--- src/hw/rtl/sparse_matrix_vector_multiply_assert.svh ---
// -----------------------------------------------------------------------------
// sparse_matrix_vector_multiply_assert.svh
// assertion macros used by the sparse matrix-vector multiply top module
// -----------------------------------------------------------------------------
`ifndef SPARSE_MATRIX_VECTOR_MULTIPLY_ASSERT_SVH
`define SPARSE_MATRIX_VECTOR_MULTIPLY_ASSERT_SVH

// same-cycle implication, checked out of reset
`define SMVM_ASSERT_NOW(lbl, ante, cons, msg) \
    lbl: assert property (@(posedge i_clk) disable iff (!i_rst_n) \
        (ante) |-> (cons)) else $error(msg);

// next-cycle implication, checked out of reset
`define SMVM_ASSERT_NEXT(lbl, ante, cons, msg) \
    lbl: assert property (@(posedge i_clk) disable iff (!i_rst_n) \
        (ante) |=> (cons)) else $error(msg);

`endif

--- src/hw/rtl/smvm_pkg.sv ---
// -----------------------------------------------------------------------------
// smvm_pkg
// shared types and constants of the sparse matrix-vector multiply block
// -----------------------------------------------------------------------------
package smvm_pkg;

    localparam int DEF_VECTOR_DEPTH = 1024;

    localparam int OPCODE_W  = 2;
    localparam int INDEX_W   = 10;
    localparam int VALUE_W   = 32;
    localparam int ROW_W     = 16;
    localparam int RESULT_W  = 64;
    localparam int S_TDATA_W = 48;
    localparam int M_TDATA_W = 80;

    typedef enum logic [OPCODE_W-1:0] {
        OP_LOAD      = 2'd0,
        OP_NONZERO   = 2'd1,
        OP_EMPTY_ROW = 2'd2
    } t_opcode;

    // request handed from the read stage to the multiply-accumulate unit
    typedef struct packed {
        logic valid;
        logic empty_row;
        logic last;
        logic in_range;
    } t_mac_req;

endpackage

--- src/hw/rtl/smvm_mac.sv ---
// -----------------------------------------------------------------------------
// smvm_mac
// product register, saturating row accumulator, row counter and result register
// -----------------------------------------------------------------------------
module smvm_mac (
    input  logic                              i_clk,
    input  logic                              i_rst_n,
    input  smvm_pkg::t_mac_req                i_req,
    input  logic signed [smvm_pkg::VALUE_W-1:0]  i_mat,
    input  logic signed [smvm_pkg::VALUE_W-1:0]  i_vec,
    output logic                              o_ready,
    output logic                              o_valid,
    input  logic                              i_taken,
    output logic [smvm_pkg::ROW_W-1:0]        o_row_index,
    output logic signed [smvm_pkg::RESULT_W-1:0] o_row_result
);
    import smvm_pkg::*;

    localparam logic signed [RESULT_W-1:0] ACC_MAX = {1'b0, {(RESULT_W-1){1'b1}}};
    localparam logic signed [RESULT_W-1:0] ACC_MIN = {1'b1, {(RESULT_W-1){1'b0}}};

    logic                       r_s2_valid;
    logic                       r_s2_empty;
    logic                       r_s2_last;
    logic signed [RESULT_W-1:0] r_prod;
    logic signed [RESULT_W-1:0] r_acc;
    logic [ROW_W-1:0]           r_row;
    logic                       r_out_valid;
    logic [ROW_W-1:0]           r_out_row;
    logic signed [RESULT_W-1:0] r_out_res;

    logic signed [VALUE_W-1:0]  w_x;
    logic signed [RESULT_W-1:0] w_prod;
    logic signed [RESULT_W-1:0] w_raw_sum;
    logic signed [RESULT_W-1:0] w_sum;
    logic                       w_s2_emit;
    logic                       w_out_free;
    logic                       w_s2_adv;
    logic                       w_do_acc;
    logic signed [RESULT_W-1:0] n_acc;

    assign w_x    = i_req.in_range ? i_vec : '0;
    assign w_prod = i_mat * w_x;

    // saturating add: overflow only when both signs agree and the sum flips
    assign w_raw_sum = r_acc + r_prod;
    always_comb begin
        w_sum = w_raw_sum;
        if (r_acc[RESULT_W-1] == r_prod[RESULT_W-1] &&
            w_raw_sum[RESULT_W-1] != r_prod[RESULT_W-1]) begin
            w_sum = r_prod[RESULT_W-1] ? ACC_MIN : ACC_MAX;
        end
    end

    assign w_s2_emit  = r_s2_valid && (r_s2_empty || r_s2_last);
    assign w_out_free = !r_out_valid || i_taken;
    assign w_s2_adv   = !w_s2_emit || w_out_free;
    assign w_do_acc   = w_s2_adv && r_s2_valid && !r_s2_empty;

    always_comb begin
        n_acc = r_acc;
        if (w_do_acc) begin
            n_acc = r_s2_last ? '0 : w_sum;
        end
    end

    always_ff @(posedge i_clk) begin
        if (!i_rst_n) begin
            r_s2_valid  <= 1'b0;
            r_acc       <= '0;
            r_row       <= '0;
            r_out_valid <= 1'b0;
        end else begin
            r_acc <= n_acc;
            if (w_s2_adv) begin
                r_s2_valid <= i_req.valid;
            end
            if (w_s2_adv && w_s2_emit) begin
                r_out_valid <= 1'b1;
                r_row       <= r_row + ROW_W'(1);
            end else if (i_taken) begin
                r_out_valid <= 1'b0;
            end
        end
    end

    always_ff @(posedge i_clk) begin
        if (w_s2_adv) begin
            r_s2_empty <= i_req.empty_row;
            r_s2_last  <= i_req.last;
            r_prod     <= w_prod;
        end
        if (w_s2_adv && w_s2_emit) begin
            r_out_row <= r_row;
            r_out_res <= r_s2_empty ? '0 : w_sum;
        end
    end

    assign o_ready      = w_s2_adv;
    assign o_valid      = r_out_valid;
    assign o_row_index  = r_out_row;
    assign o_row_result = r_out_res;

endmodule
--- config.mk ---
export PLATFORM = sky130hd
export DESIGN_NAME = smvm_mac
export DESIGN_NICKNAME = d
export VERILOG_FILES = /design/src/hw/rtl/sparse_matrix_vector_multiply_assert.svh /design/src/hw/rtl/smvm_pkg.sv /design/src/hw/rtl/smvm_mac.sv
export SDC_FILE = /design/constraint.sdc
export NUM_CORES = 2
export LEC_CHECK = 0
export BUFFER_PORTS_ARGS = -buffer_cell sky130_fd_sc_hd__buf_2
export CAP_MARGIN = 30
export CORE_ASPECT_RATIO = 0.6
export CORE_MARGIN = 1.5
export CORE_UTILIZATION = 48
export DETAILED_ROUTE_END_ITERATION = 8
export PLACE_DENSITY_LB_ADDON = 0.08
export SLEW_MARGIN = 20
export SYNTH_ARGS = -nofsm -noshare
export SYNTH_HDL_FRONTEND = slang
export SYNTH_SLANG_ARGS = --single-unit
--- constraint.sdc ---
create_clock -name i_clk -period 13.15 [get_ports i_clk]
set_clock_uncertainty 0.05 [all_clocks]
set_input_delay 2.63 -clock i_clk [delete_from_list [all_inputs] [get_ports i_clk]]
set_output_delay 2.63 -clock i_clk [all_outputs]
set_load 0.03 [all_outputs]
Word level (Yosys, flattened, before mapping):

Cells that the tools add are included.

* add/sub/neg operators: 2
* muxes and demuxes: 6
* multiply operators: 1
* reduce and logical (&&, ||, !) cells: 12
* eq/ne operators: 2

Operator list (number)
* 64-bit 2-to-1 mux: 3
* 64-bit adder: 1
* 32-bit by 32-bit multiplier with 64-bit output: 1
* 32-bit 2-to-1 mux: 1
* 16-bit by 1-bit adder with 16-bit output, second input constant: 1
* 1-bit logical AND: 5
* 1-bit zero test: 3
* 1-bit logical OR: 3
* 1-bit 2-to-1 mux: 2
* 2-bit nonzero test: 1
* 1-bit == test: 1
* 1-bit != test: 1

* register bits after elaboration: 228
* logic and storage cells: 32
* output and inout bits: 82
* input port bits: 71

Longest topological paths before layout:

* depth in word-level cells: 6
* depth in mapped cells: 32

Least setup slack after synthesis:

Ideal clock, no wire load.

* path kind: input to register
* start: in i_req[0] in the netlist's numbering
* end: reg r_prod[58], data pin
* data arrival time: 10.122 ns
* cell stages on the path: 26
* required time: 12.838 ns
* path slack: 2.715 ns
* path through: clkbuf_1 clkbuf_1 clkbuf_1 and3_1 fa_1 inv_1 fa_1 fa_1 inv_1 fa_1 inv_1 fa_1 inv_1 fa_1 inv_1 fa_1 inv_1 fa_1 ha_1 a2111o_1 a31o_2 a21o_1 a21oi_1 a21boi_2 o21bai_1 xor2_1

* cells in the longest elaborated chain, start to end: 2

RTL lines
* start, declared: RTL line smvm_mac.sv:8 `input smvm_pkg::t_mac_req i_req,`
* 32-bit 2-to-1 mux: RTL line smvm_mac.sv:42 `assign w_x = i_req.in_range ? i_vec : '0;`
* 32-bit by 32-bit multiplier with 64-bit output: RTL line smvm_mac.sv:43 `assign w_prod = i_mat * w_x;`
* via w_prod[58]: RTL line smvm_mac.sv:33 `logic signed [RESULT_W-1:0] w_prod;`
* end signal, assigned: RTL line smvm_mac.sv:91 `r_prod <= w_prod;`
* end, declared: RTL line smvm_mac.sv:25 `logic signed [RESULT_W-1:0] r_prod;`

The timed path passes the listed nets, and every way through them passes these cells.
A chain may end at the register's enable or synchronous reset.

Worst setup path in the final report:

Ends and elaborated chain as after synthesis.

==> impl_results.md <==
* Port bufs at 152
* Die Height at 249 um
* Mapped cell area at 48,200 um2
* Worst reg2reg setup slack at 8770 ps
* Die Wd at 412 um
* Initial antenna violation count at 7
* Num CTS Buffers at 19
* Final setup fails at 0
* CTS Buffer Depth at 3
* H-tree lvl count at 1
* Post-DP HPWL at 118,000 um
* Vias per cell at 5.63
* All-layer global routing usage at 29.8%
* Number of distinct library cells after synthesis at 79
* Largest net degree at the start of global routing at 124
* Total number of vias at 35,800
* Critical path class: input port to register
* Syn Nets at 6,520
* Ys Warns at 0
* Fin. Hold Viols at 0
* Crit-path max FO at 116
* CTS root buf: clkbuf_16
* # rows at 89
* Synth-to-Final Area Change at 4.66%
* Max-Cap Viols at 0
* Worst Path Required at 13,380 ps
* Cell count after synthesis at 5,118
* Worst setup SP type: input port
* Initial Util at 48.8%
* Synth area leaders: fa_1, edfxtp_1, inv_1
* TritonRoute pass-1 iters at 6
* Ys flop type: edfxtp_1
* Final setup TNS at 0 ps
* Cell Area, Placed at 49,800 um2
* Share of the synthesized area in the top cell type at 44.9%
* Final min period at 11,250 ps
* Post-synthesis sequential area ratio at 12.5%
* Grt total ovfl at 0
* Core area at 98,900 um2
* Min Hold Slack at 402 ps
* Relative slew slack at 28.9%
* DR DRC count at 0
* #FFs+latches synth at 228
* Die Area at 102,000 um2
* Design area at 50,500 um2
* ANT nets after route at 0
* Crit path capture type: register
* Vias in the first global route at 37,700
* Worst-Skew Late Latency at 540 ps
* Worst Tran Pin Value at 1070 ps
* Syn_area_per_cell at 9.43 um2
* Reg clk slew, reported paths at 80 ps
* # nets final at 6,434
* F_max at 88.9 MHz
* Synth area leader: fa_1
* Share of cells above drive strength 1 at 5.75%
* First-pass GRT wire length at 232,000 um
* DR iter-0 viols at 3,167
* Wire length per cell at 23.1 um
* Outcome: completed
* Global placement routability congestion at 0.937
* Most frequent cells in the layout: fa_1, inv_1, nand2_1, and3_1, ha_1
* Commonest non-fill, non-tap cell in the layout: fa_1
* Post-cts resize count at 0
* Slew Limit Fails at 0
* Period utilisation layout at 85.6%
* Async SR Flop Fraction at 0%
* CTS tree: yes
* Unrepaired setup endpoints after global routing: false
* Hold_buf cts at 0
* Total wire length at 147,000 um
* Sink Count at 228
* Postcts setup bufs at 0
* Worst Hold Class: register to register
* CP arrival at 11,480 ps
* EDFF count, synth at 146
* IO Count at 153
[routing by layer]
| layer | wire (um) | GRT usage, % | vias up |
|---|---|---|---|
| met5 | 12 | 0 | - |
| met4 | 2330 | 3.87 | 2 |
| met3 | 15100 | 7.95 | 137 |
| met2 | 60400 | 42.4 | 1429 |
| met1 | 69300 | 46.2 | 18500 |
| li1 | - | - | 15700 |
[logic make-up (layout without fill, tap and decap cells)]
family / Yosys count / count (layout) / share of synthesized area, %
adders and majority gates: 1331 / 1331 / 51.4
and+or+nand+nor: 1562 / 1562 / 16.0
buffers and inverters: 1309 / 1235 / 10.4
other: 0 / 4 / 0
DFF: 228 / 228 / 12.5
AOI/OAI and AO/OA: 549 / 549 / 7.24
xor gates and xnor gates: 138 / 138 / 2.51
muxes: 1 / 1 / 0.0208
[sequential cells by signal (all words and copies together), names as in the netlist]
signal,cells
o_row_index,16
o_row_result,64
o_valid,1
r_acc,64
r_prod,64
r_row,16
r_s2_empty,1
r_s2_last,1
r_s2_valid,1
[worst paths after layout]
| kind | from | endpoint | cells past startpoint |
|---|---|---|---|
| max | i_req[0] | r_prod[58] | 26 |
| min reg2reg | r_acc[7] | r_acc[7] | 2 |
| min | r_acc[7] | r_acc[7] | 2 |
| max reg2reg | r_prod[4] | r_acc[10] | 12 |
[critical path: stages]
cell and delay, ps:
buf_8 430, and2_1 630, nand2_1 250, inv_1 160, fa_1 390, inv_1 240, fa_1 590, fa_1 600
inv_1 80, fa_1 1010, inv_1 340, fa_1 550, inv_1 60, fa_1 540, inv_1 50, fa_1 470
inv_1 50, fa_1 450, ha_1 270, a2111o_1 400, a31o_2 230, a21o_1 190, a21oi_1 130, a21boi_2 330
o21bai_1 140, xor2_1 150
[cell usage after synthesis, types with 42 or more instances]
cell and n:
and3_1 532, a21oi_1 160, and2_1 52, dfxtp_1 82, o21ai_1 45, fa_1 1083
inv_1 992, o21ai_0 95, edfxtp_1 146, ha_1 248, nand2_1 628, nand3_1 53
clkbuf_1 285, xor2_1 42, nor2_1 173, a21o_1 71, xnor2_1 96
[metrics by stage]
stage	instances	worst slack, ps	util, %
floorplan	5118	2720	-
global placement	6326	1500	50.4
detailed placement	6326	1410	50.4
CTS	6359	1930	51.0
global route	6365	1260	51.0
finish	6367	1900	51.1
[final cells by class]
| cell class | instances | area, um2 |
|---|---|---|
| diodes | 4 | 10.0 |
| clock buffers | 21 | 493 |
| clock inverters | 12 | 129 |
| fillers | 9302 | 48400 |
| inverters | 992 | 3720 |
| multi-input cells | 3581 | 37200 |
| flip-flops and latches | 228 | 6030 |
| well taps | 1319 | 1650 |
| repair buffers | 210 | 1220 |
Power is not shown: default switching activity piles up to over one toggle a cycle in this logic, so the estimate is an artifact.
